`src/rtl/ptc_pkg.sv`:
```
// Shared types and constants for the pressure/temperature compensation block.
// No dependencies; every other file refers to it by scoped names.
`default_nettype none
package ptc_pkg;

  localparam int DataW = 64;

  localparam logic [1:0] REG_TEMP_CALIB = 2'd0;
  localparam logic [1:0] REG_PRESS_LOW  = 2'd1;
  localparam logic [1:0] REG_PRESS_MID  = 2'd2;
  localparam logic [1:0] REG_PRESS_HIGH = 2'd3;

  localparam logic [DataW-1:0] FINE_OFFSET = 64'd128000;
  localparam logic [DataW-1:0] ADC_FULL    = 64'd1048576;
  localparam logic [DataW-1:0] PRESS_SCALE = 64'd3125;
  localparam logic [DataW-1:0] P1_BIAS     = 64'h0000_8000_0000_0000;
  localparam logic [DataW-1:0] ROUND_HALF  = 64'd128;

  localparam logic signed [DataW-1:0] TEMP_MAX = 64'sd8388607;
  localparam logic signed [DataW-1:0] TEMP_MIN = -64'sd8388608;

  typedef struct packed {
    logic        func;
    logic [19:0] raw_sample;
  } in_word_t;

  typedef struct packed {
    logic               result_kind;
    logic signed [23:0] temperature_centi;
    logic [31:0]        pressure_q24_8;
    logic               divide_error;
  } out_word_t;

  typedef struct packed {
    logic [47:0] temp_calib;
    logic [47:0] press_calib_low;
    logic [47:0] press_calib_mid;
    logic [47:0] press_calib_high;
  } calib_t;

  // Operation request toward a serial arithmetic unit.
  typedef struct packed {
    logic             start;
    logic [DataW-1:0] a;
    logic [DataW-1:0] b;
  } op_req_t;

  typedef struct packed {
    logic             done;
    logic [DataW-1:0] value;
  } op_rsp_t;

  function automatic logic [DataW-1:0] sext16(input logic [15:0] w);
    sext16 = {{(DataW-16){w[15]}}, w};
  endfunction

endpackage
`default_nettype wire

```
`src/rtl/ptc_mul.sv`:
```
// Bit-serial 64x64 multiplier, low 64 bits of the product (two's complement wrap).
// One multiplier bit per cycle; depends on ptc_pkg.
`default_nettype none
module ptc_mul (
  input  wire logic             clk,
  input  wire logic             rst,
  input  wire ptc_pkg::op_req_t req,
  output ptc_pkg::op_rsp_t      rsp
);
  logic [ptc_pkg::DataW-1:0] acc;
  logic [ptc_pkg::DataW-1:0] mcand;
  logic [ptc_pkg::DataW-1:0] mplier;
  logic [5:0]                cnt;
  logic                      busy;
  logic                      done;

  always_ff @(posedge clk) begin
    if (rst) begin
      busy <= 1'b0;
      done <= 1'b0;
      cnt  <= '0;
    end else begin
      done <= 1'b0;
      if (req.start) begin
        acc    <= '0;
        mcand  <= req.a;
        mplier <= req.b;
        cnt    <= '0;
        busy   <= 1'b1;
      end else if (busy) begin
        if (mplier[0]) begin
          acc <= acc + mcand;
        end
        mcand  <= {mcand[ptc_pkg::DataW-2:0], 1'b0};
        mplier <= {1'b0, mplier[ptc_pkg::DataW-1:1]};
        cnt    <= cnt + 6'd1;
        if (cnt == 6'd63) begin
          busy <= 1'b0;
          done <= 1'b1;
        end
      end
    end
  end

  assign rsp.done  = done;
  assign rsp.value = acc;
endmodule
`default_nettype wire

```
`src/rtl/ptc_div.sv`:
```
// Bit-serial signed 64-bit divider, quotient truncated toward zero.
// Restoring, one quotient bit per cycle; depends on ptc_pkg. Divisor must be nonzero.
`default_nettype none
module ptc_div (
  input  wire logic             clk,
  input  wire logic             rst,
  input  wire ptc_pkg::op_req_t req,
  output ptc_pkg::op_rsp_t      rsp
);
  logic [ptc_pkg::DataW-1:0] rem;
  logic [ptc_pkg::DataW-1:0] quo;
  logic [ptc_pkg::DataW-1:0] dvsr;
  logic                      neg;
  logic [5:0]                cnt;
  logic                      busy;
  logic                      done;
  logic [ptc_pkg::DataW:0]   trial;

  assign trial = {rem, quo[ptc_pkg::DataW-1]} - {1'b0, dvsr};

  always_ff @(posedge clk) begin
    if (rst) begin
      busy <= 1'b0;
      done <= 1'b0;
      cnt  <= '0;
    end else begin
      done <= 1'b0;
      if (req.start) begin
        rem  <= '0;
        quo  <= req.a[ptc_pkg::DataW-1] ? -req.a : req.a;
        dvsr <= req.b[ptc_pkg::DataW-1] ? -req.b : req.b;
        neg  <= req.a[ptc_pkg::DataW-1] ^ req.b[ptc_pkg::DataW-1];
        cnt  <= '0;
        busy <= 1'b1;
      end else if (busy) begin
        if (!trial[ptc_pkg::DataW]) begin
          rem <= trial[ptc_pkg::DataW-1:0];
        end else begin
          rem <= {rem[ptc_pkg::DataW-2:0], quo[ptc_pkg::DataW-1]};
        end
        quo <= {quo[ptc_pkg::DataW-2:0], ~trial[ptc_pkg::DataW]};
        cnt <= cnt + 6'd1;
        if (cnt == 6'd63) begin
          busy <= 1'b0;
          done <= 1'b1;
        end
      end
    end
  end

  assign rsp.done  = done;
  assign rsp.value = neg ? -quo : quo;
endmodule
`default_nettype wire

```
`src/rtl/ptc_seq.sv`:
```
// Sequencer: walks the compensation polynomials through the serial multiplier
// and divider, holds fine temperature. Depends on ptc_pkg, ptc_mul, ptc_div.
`default_nettype none
module ptc_seq (
  input  wire logic               clk,
  input  wire logic               rst,
  input  wire logic               in_valid,
  output logic                    in_ready,
  input  wire ptc_pkg::in_word_t  in_data,
  input  wire ptc_pkg::calib_t    calib,
  output logic                    res_valid,
  input  wire logic               res_ready,
  output ptc_pkg::out_word_t      res
);
  typedef enum logic [1:0] {IDLE, ISSUE, WAIT, FINISH} state_t;
  typedef enum logic [3:0] {
    T_A, T_B, T_C,
    P_V1V1, P_M1P6, P_V1P5, P_M1P3, P_V1P2, P_P1,
    P_N, P_DIV, P_P9Q, P_Q, P_P8
  } step_t;

  state_t state;
  step_t  step;

  logic [19:0]               adc;
  logic [ptc_pkg::DataW-1:0] ra, rb, rc;
  logic [31:0]               fine;

  ptc_pkg::op_req_t mul_req, div_req;
  ptc_pkg::op_rsp_t mul_rsp, div_rsp;

  logic [ptc_pkg::DataW-1:0] opa, opb, prod, q13, tf, tscaled, pfinal, v1_new, psum;
  logic [ptc_pkg::DataW-1:0] t1, t2, t3, p1, p2, p3, p4, p5, p6, p7, p8, p9;
  logic [ptc_pkg::DataW-1:0] a_t, b_t, n_p;
  logic [23:0]               tcent;
  logic                      op_done;

  assign t1 = {48'b0, calib.temp_calib[15:0]};
  assign t2 = ptc_pkg::sext16(calib.temp_calib[31:16]);
  assign t3 = ptc_pkg::sext16(calib.temp_calib[47:32]);
  assign p1 = {48'b0, calib.press_calib_low[15:0]};
  assign p2 = ptc_pkg::sext16(calib.press_calib_low[31:16]);
  assign p3 = ptc_pkg::sext16(calib.press_calib_low[47:32]);
  assign p4 = ptc_pkg::sext16(calib.press_calib_mid[15:0]);
  assign p5 = ptc_pkg::sext16(calib.press_calib_mid[31:16]);
  assign p6 = ptc_pkg::sext16(calib.press_calib_mid[47:32]);
  assign p7 = ptc_pkg::sext16(calib.press_calib_high[15:0]);
  assign p8 = ptc_pkg::sext16(calib.press_calib_high[31:16]);
  assign p9 = ptc_pkg::sext16(calib.press_calib_high[47:32]);

  assign a_t  = {47'b0, adc[19:3]} - {47'b0, t1[15:0], 1'b0};
  assign b_t  = {48'b0, adc[19:4]} - t1;
  assign n_p  = ((ptc_pkg::ADC_FULL - {44'b0, adc}) << 31) - rb;
  assign q13  = $signed(rb) >>> 13;
  assign prod = mul_rsp.value;

  // operand select per step
  always_comb begin
    unique case (step)
      T_A:     begin opa = a_t; opb = t2; end
      T_B:     begin opa = b_t; opb = b_t; end
      T_C:     begin opa = rc;  opb = t3; end
      P_V1V1:  begin opa = ra;  opb = ra; end
      P_M1P6:  begin opa = rc;  opb = p6; end
      P_V1P5:  begin opa = ra;  opb = p5; end
      P_M1P3:  begin opa = rc;  opb = p3; end
      P_V1P2:  begin opa = ra;  opb = p2; end
      P_P1:    begin opa = rc;  opb = p1; end
      P_N:     begin opa = n_p; opb = ptc_pkg::PRESS_SCALE; end
      P_DIV:   begin opa = rc;  opb = ra; end
      P_P9Q:   begin opa = p9;  opb = q13; end
      P_Q:     begin opa = rc;  opb = q13; end
      P_P8:    begin opa = p8;  opb = rb; end
      default: begin opa = rc;  opb = ra; end
    endcase
  end

  assign mul_req.start = (state == ISSUE) && (step != P_DIV);
  assign mul_req.a     = opa;
  assign mul_req.b     = opb;
  assign div_req.start = (state == ISSUE) && (step == P_DIV);
  assign div_req.a     = opa;
  assign div_req.b     = opb;
  assign op_done       = (step == P_DIV) ? div_rsp.done : mul_rsp.done;

  // result arithmetic on the finishing steps (shifts are arithmetic)
  assign tf      = ra + {{14{prod[ptc_pkg::DataW-1]}}, prod[ptc_pkg::DataW-1:14]};
  assign tscaled = $signed((tf << 2) + tf + ptc_pkg::ROUND_HALF) >>> 8;
  assign psum    = rb + ra + {{19{prod[ptc_pkg::DataW-1]}}, prod[ptc_pkg::DataW-1:19]};
  assign pfinal  = {{8{psum[ptc_pkg::DataW-1]}}, psum[ptc_pkg::DataW-1:8]} + (p7 << 4);
  assign v1_new  = $signed(prod) >>> 33;

  always_comb begin
    if ($signed(tscaled) > ptc_pkg::TEMP_MAX) begin
      tcent = ptc_pkg::TEMP_MAX[23:0];
    end else if ($signed(tscaled) < ptc_pkg::TEMP_MIN) begin
      tcent = ptc_pkg::TEMP_MIN[23:0];
    end else begin
      tcent = tscaled[23:0];
    end
  end

  ptc_mul u_mul (.clk(clk), .rst(rst), .req(mul_req), .rsp(mul_rsp));
  ptc_div u_div (.clk(clk), .rst(rst), .req(div_req), .rsp(div_rsp));

  always_ff @(posedge clk) begin
    if (rst) begin
      state <= IDLE;
      step  <= T_A;
      fine  <= '0;
    end else begin
      unique case (state)
        IDLE: begin
          if (in_valid) begin
            adc   <= in_data.raw_sample;
            res   <= ptc_pkg::out_word_t'({in_data.func, 57'b0});
            ra    <= {{32{fine[31]}}, fine} - ptc_pkg::FINE_OFFSET;
            step  <= in_data.func ? P_V1V1 : T_A;
            state <= ISSUE;
          end
        end
        ISSUE: state <= WAIT;
        WAIT: begin
          if (op_done) begin
            state <= ISSUE;
            unique case (step)
              T_A:    begin ra <= $signed(prod) >>> 11; step <= T_B; end
              T_B:    begin rc <= $signed(prod) >>> 12; step <= T_C; end
              T_C: begin
                fine                  <= tf[31:0];
                res.temperature_centi <= tcent;
                state                 <= FINISH;
              end
              P_V1V1: begin rc <= prod; step <= P_M1P6; end
              P_M1P6: begin rb <= prod + (p4 << 35); step <= P_V1P5; end
              P_V1P5: begin rb <= rb + (prod << 17); step <= P_M1P3; end
              P_M1P3: begin rc <= $signed(prod) >>> 8; step <= P_V1P2; end
              P_V1P2: begin rc <= rc + (prod << 12) + ptc_pkg::P1_BIAS; step <= P_P1; end
              P_P1: begin
                ra <= v1_new;
                if (v1_new == '0) begin
                  res.divide_error <= 1'b1;
                  state            <= FINISH;
                end else begin
                  step <= P_N;
                end
              end
              P_N:    begin rc <= prod; step <= P_DIV; end
              P_DIV:  begin rb <= div_rsp.value; step <= P_P9Q; end
              P_P9Q:  begin rc <= prod; step <= P_Q; end
              P_Q:    begin ra <= $signed(prod) >>> 25; step <= P_P8; end
              P_P8: begin
                res.pressure_q24_8 <= pfinal[31:0];
                state              <= FINISH;
              end
              default: state <= IDLE;
            endcase
          end
        end
        FINISH: begin
          if (res_ready) begin
            state <= IDLE;
          end
        end
        default: state <= IDLE;
      endcase
    end
  end

  assign in_ready  = (state == IDLE);
  assign res_valid = (state == FINISH);
endmodule
`default_nettype wire

```
`src/rtl/pressure_temperature_compensation.sv`:
```
// Barometric sensor integer compensation, top level: APB calibration registers,
// sequencer with serial multiplier/divider, output register. Depends on ptc_pkg, ptc_seq.
//
// Usage:
//  - Input channel in_valid/in_ready/in_data carries one word: func (0 temperature,
//    1 pressure) and a 20-bit raw_sample. Output channel out_valid/out_ready/out_data
//    returns exactly one result word per input word, in order.
//  - Calibration: four 48-bit registers on the APB port at byte addresses 0, 8, 16, 24
//    (temp_calib, press_calib_low, press_calib_mid, press_calib_high); 64-bit data,
//    upper 16 bits ignored on write and read as zero. pready is tied high.
//    Write them only while no word is in flight.
//  - Operations: every multiply or divide runs through a bit-serial unit, with an issue
//    state and a writeback around it. A temperature word takes 3 multiplies; a pressure
//    word takes 10 multiplies plus a serial divide, and stops before the divide when the
//    divisor is zero. The serial units set the rate; one word is processed at a time.
//  - A pressure word uses the fine temperature left by the last temperature word.
//  - Reset (rst, synchronous) clears the calibration registers, the fine temperature
//    and all handshake state.
//  - If the receiver stalls, the finished word waits in the output register while the
//    next input word is accepted and computed; that word then holds in the sequencer.
`default_nettype none
module pressure_temperature_compensation (
  input  wire logic               clk,
  input  wire logic               rst,
  input  wire logic               in_valid,
  output logic                    in_ready,
  input  wire ptc_pkg::in_word_t  in_data,
  output logic                    out_valid,
  input  wire logic               out_ready,
  output ptc_pkg::out_word_t      out_data,
  input  wire logic               psel,
  input  wire logic               penable,
  input  wire logic               pwrite,
  input  wire logic [4:0]         paddr,
  input  wire logic [63:0]        pwdata,
  output logic [63:0]             prdata,
  output logic                    pready
);
  ptc_pkg::calib_t    calib;
  ptc_pkg::out_word_t res;
  logic               res_valid;
  logic               res_ready;
  logic               cfg_wr;

  assign pready = 1'b1;
  assign cfg_wr = psel && penable && pwrite;

  // calibration registers
  always_ff @(posedge clk) begin
    if (rst) begin
      calib <= '0;
    end else if (cfg_wr) begin
      unique case (paddr[4:3])
        ptc_pkg::REG_TEMP_CALIB: calib.temp_calib       <= pwdata[47:0];
        ptc_pkg::REG_PRESS_LOW:  calib.press_calib_low  <= pwdata[47:0];
        ptc_pkg::REG_PRESS_MID:  calib.press_calib_mid  <= pwdata[47:0];
        ptc_pkg::REG_PRESS_HIGH: calib.press_calib_high <= pwdata[47:0];
        default: ;
      endcase
    end
  end

  always_comb begin
    unique case (paddr[4:3])
      ptc_pkg::REG_TEMP_CALIB: prdata = {16'b0, calib.temp_calib};
      ptc_pkg::REG_PRESS_LOW:  prdata = {16'b0, calib.press_calib_low};
      ptc_pkg::REG_PRESS_MID:  prdata = {16'b0, calib.press_calib_mid};
      ptc_pkg::REG_PRESS_HIGH: prdata = {16'b0, calib.press_calib_high};
      default:                 prdata = '0;
    endcase
  end

  ptc_seq u_seq (
    .clk      (clk),
    .rst      (rst),
    .in_valid (in_valid),
    .in_ready (in_ready),
    .in_data  (in_data),
    .calib    (calib),
    .res_valid(res_valid),
    .res_ready(res_ready),
    .res      (res)
  );

  // output register: frees the sequencer while the receiver stalls
  assign res_ready = !out_valid || out_ready;

  always_ff @(posedge clk) begin
    if (rst) begin
      out_valid <= 1'b0;
    end else begin
      if (res_valid && res_ready) begin
        out_valid <= 1'b1;
        out_data  <= res;
      end else if (out_ready) begin
        out_valid <= 1'b0;
      end
    end
  end
endmodule
`default_nettype wire

```
`config.mk`:
```
export PLATFORM = sky130hd
export DESIGN_NAME = pressure_temperature_compensation
export DESIGN_NICKNAME = d
export VERILOG_FILES = /design/src/rtl/ptc_pkg.sv /design/src/rtl/ptc_mul.sv /design/src/rtl/ptc_div.sv /design/src/rtl/ptc_seq.sv /design/src/rtl/pressure_temperature_compensation.sv
export SDC_FILE = /design/constraint.sdc
export NUM_CORES = 2
export LEC_CHECK = 0
export ABC_CLOCK_PERIOD_IN_PS = 9400
export BUFFER_PORTS_ARGS = -buffer_cell sky130_fd_sc_hd__buf_4
export CORE_MARGIN = 8
export CORE_UTILIZATION = 55
export DETAILED_ROUTE_END_ITERATION = 6
export PLACE_DENSITY_LB_ADDON = 0.12
export SETUP_SLACK_MARGIN = 0.5
export SYNTH_ARGS = -nofsm -noshare
export SYNTH_HDL_FRONTEND = slang
export SYNTH_SLANG_ARGS = --single-unit
```
`constraint.sdc`:
```
create_clock -name clk -period 9.4 [get_ports clk]
set_clock_uncertainty 0.05 [all_clocks]
set_input_delay 0.47 -clock clk [delete_from_list [all_inputs] [get_ports clk]]
set_output_delay 0.47 -clock clk [all_outputs]
set_load 0.005 [all_outputs]
```
==> results.sh <==
export IMPL_outcome="finished with violations"
export IMPL_violations="design-rule violations"
export IMPL_num_vias=70700
export IMPL_worst_setup_path_start_kind="register"
export IMPL_synth_top_area_cell="edfxtp_1"
export IMPL_num_nets_final=9248
export IMPL_tightest_slew_ns=1.370
export IMPL_clk_latency_ns=0.79
export IMPL_regArea_mm2=0.02603
export IMPL_synth_cells=8400
export IMPL_slew_headroom=0.08671
export IMPL_drc_errors=51
export IMPL_worstPathRequired_ns=9.79
export IMPL_max_cap_violations=0
export IMPL_period_share=0.9034
export IMPL_power_density_mw_per_mm2=186.5
export IMPL_period_needed_ns=8.492
export IMPL_yosysSeqAreaShare=0.3522
export IMPL_placed_cells=10110
export IMPL_cpPeakStageDelay_ns=0.53
export IMPL_nFillCells=11660
export IMPL_multi_input_area_mm2=0.04559
export IMPL_root_buffer="clkbuf_16"
export IMPL_drive_gt1_frac=0.09079
export IMPL_antenna_found_initial=11
export IMPL_worstPathArrival_ns=8.88
export IMPL_drtPass1Iterations=7
export IMPL_dieArea_mm2=0.1463
export IMPL_ys_ff_latch=949
export IMPL_end_kind="register"
export IMPL_cts_sinks=949
export IMPL_synthFlopType="edfxtp_1"
export IMPL_yosysMostFrequentCell="nand2_1"
export IMPL_drtIter0Drc=9467
export IMPL_synth_cell_types=114
export IMPL_ant_nets=0
export IMPL_grt_pass1_wl_um=444600
export IMPL_start_util=0.5537
export IMPL_grt_max_degree=219
export IMPL_grt_ovfl_total=0
export IMPL_dp_hpwl_um=227300
export IMPL_clockBufferDepth=3
export IMPL_synthArstFlopShare=0
export IMPL_rows=134
export IMPL_wl_um=306700
export IMPL_hold_path_class="in2reg"
export IMPL_p_leak_nw=32.15
export IMPL_crit_path_frequent_cell="a21o_1"
export IMPL_synth_top_area_frac=0.2853
export IMPL_timing_hold_violations_final=0
export IMPL_fp_dieH_um=382.5
export IMPL_die_width_um=382.5
export IMPL_grt_use_total=0.4023
export IMPL_rsz0062_at_grt="no"
export IMPL_routedWlPerCell_um=29.53
export IMPL_viasPerCell=6.807
export IMPL_grt_pass1_vias=66080
export IMPL_design_portCount=222
export IMPL_h_tree_depth=3
export IMPL_path_max_fanout=23
export IMPL_yosys_top_cells_area="edfxtp_1 (29%), ha_1 (9.9%), dfxtp_1 (6.7%)"
export IMPL_syn_area_mm2=0.07389
export IMPL_fmax_mhz=117.8
export IMPL_layout_cells_non_filler=10390
export IMPL_clk_pin_slew_ns=0.06
export IMPL_yosysWarnings=0
export IMPL_setup_tns_ns=0
export IMPL_synth_edff_count=702
export IMPL_finalMaxSlewViolations=0
export IMPL_ys_top_cells_by_count="nand2_1 (1251), a21oi_1 (804), edfxtp_1 (702)"
export IMPL_place_gp_congestion=1.067
export IMPL_vdd_ir_drop_max_uv=182.6
export IMPL_finalSetupViolCount=0
export IMPL_port_buffers=185
export IMPL_critPathKind="reg2reg"
export IMPL_core_area_mm2=0.1335
export IMPL_cts_tree="built"
export IMPL_syn_area_per_cell_um2=8.797
export IMPL_cpMaxStageDelayCell="edfxtp_1"
export IMPL_area_delta_synth_final_pct=11.17
export IMPL_cts_buffers=109
[placed cells by master, fill, tap and decap left out, types with 243 or more instances in the layout]
cell type     n
dfxtp_1     243
buf_4       368
edfxtp_1    702
a21o_1      259
xnor2_1     369
nand2_1    1247
a21oi_1     797
ha_1        584
o21ai_0     553
xor2_1      264
nor2_1      538
[per-layer routing]
| metal | GRT usage | up-vias | part of all wire |
|---|---|---|---|
| met3 | 0.09394 | 1054 | 0.12 |
| met2 | 0.5934 | 4423 | 0.41 |
| met4 | 0.2880 | 4 | 0.092 |
| met5 | 0.001653 | - | 0.000072 |
| li1 | - | 31400 | - |
| met1 | 0.5174 | 33820 | 0.38 |
[cell families after synthesis]
| kind of cell | after synthesis | share of synthesized area |
|---|---|---|
| xor gates and xnor gates | 633 | 0.07503 |
| and+or+nand+nor | 2735 | 0.1704 |
| DFF | 949 | 0.3522 |
| muxes | 90 | 0.02101 |
| AOI/OAI and AO/OA | 2681 | 0.2337 |
| other | 2 | 0.0001016 |
| adders and majority gates | 630 | 0.1114 |
| buffers and inverters | 680 | 0.03622 |
[state kept, by name, summed over array words and instances, names as in the netlist, 2 cells and up]
register,cells
u_seq.u_div.rem,64
u_seq.u_div.quo,64
u_seq.rb,64
u_seq.fine,32
u_seq.u_mul.mcand,64
u_seq.u_mul.mplier,64
u_seq.adc,20
u_seq.step,4
u_seq.rc,64
u_seq.ra,53
u_seq.res,58
out_data,58
u_seq.u_div.dvsr,64
calib,192
u_seq.u_mul.acc,64
u_seq.u_div.cnt,6
u_seq.state,2
u_seq.u_mul.cnt,6
[repair_timing]
item                                    4_1_cts  5_1_grt
endpoints found under the setup margin        0       23
gates resized for setup                       0        9
setup buffers                                 0        0
hold buffers                                 69        0
hold endpoints to repair                    213        0
[worst paths after layout]
kind | start | end | slack [ns] | cells after the start
max reg2reg | u_seq.ra[0] | u_seq.res[47] | 0.91 | 34
min | in_valid | u_seq.state[0] | 0.10 | 3
min reg2reg | u_seq.res[35] | out_data[35] | 0.37 | 0
max | u_seq.ra[0] | u_seq.res[47] | 0.91 | 34
[worst max-delay path, delay by kind of cell (launching register included)]
family,cells,cell delay (ns)
fa+ha+maj,4,1.12
xor+xnor,2,0.42
flops,1,0.53
simple gates,4,1.27
buf+inv,2,0.45
compound gates,22,4.32
[stage by stage]
step / worst slack [ns] / utilization / cell area, um2 / power (mW) / hold slack [ns]
global placement: 0.8569 / 0.5804 / 77470 / 10.49 / 0.3535
detailed placement: 0.6999 / 0.5804 / 77470 / 10.51 / 0.3545
finish: 0.9082 / 0.6155 / 82150 / 15.32 / 0.1002
global route: 0.5033 / 0.6154 / 82130 / 15.95 / 0.1172
CTS: 0.6035 / 0.6150 / 82080 / 15.18 / 0.06075
floorplan: 0.8382 / - / 73950 / 8.854 / 0.3503
[final cells by class]
type | count | area share
Clock inverter | 65 | 0.01021
Tap cell | 1768 | 0.02693
Antenna cell | 6 | 0.0001828
Timing Repair Buffer | 439 | 0.04245
Clock buffer | 138 | 0.03755
Inverter | 236 | 0.01078
Sequential cell | 949 | 0.3169
Multi-Input combinational cell | 6786 | 0.5550
[power breakdown]
part	internal, mW	switching [mW]
clock network	2.70	1.97
logic	2.09	3.65
registers	4.74	0.163
total	9.53	5.79
No activity file was read; power rests on OpenSTA's default activity.
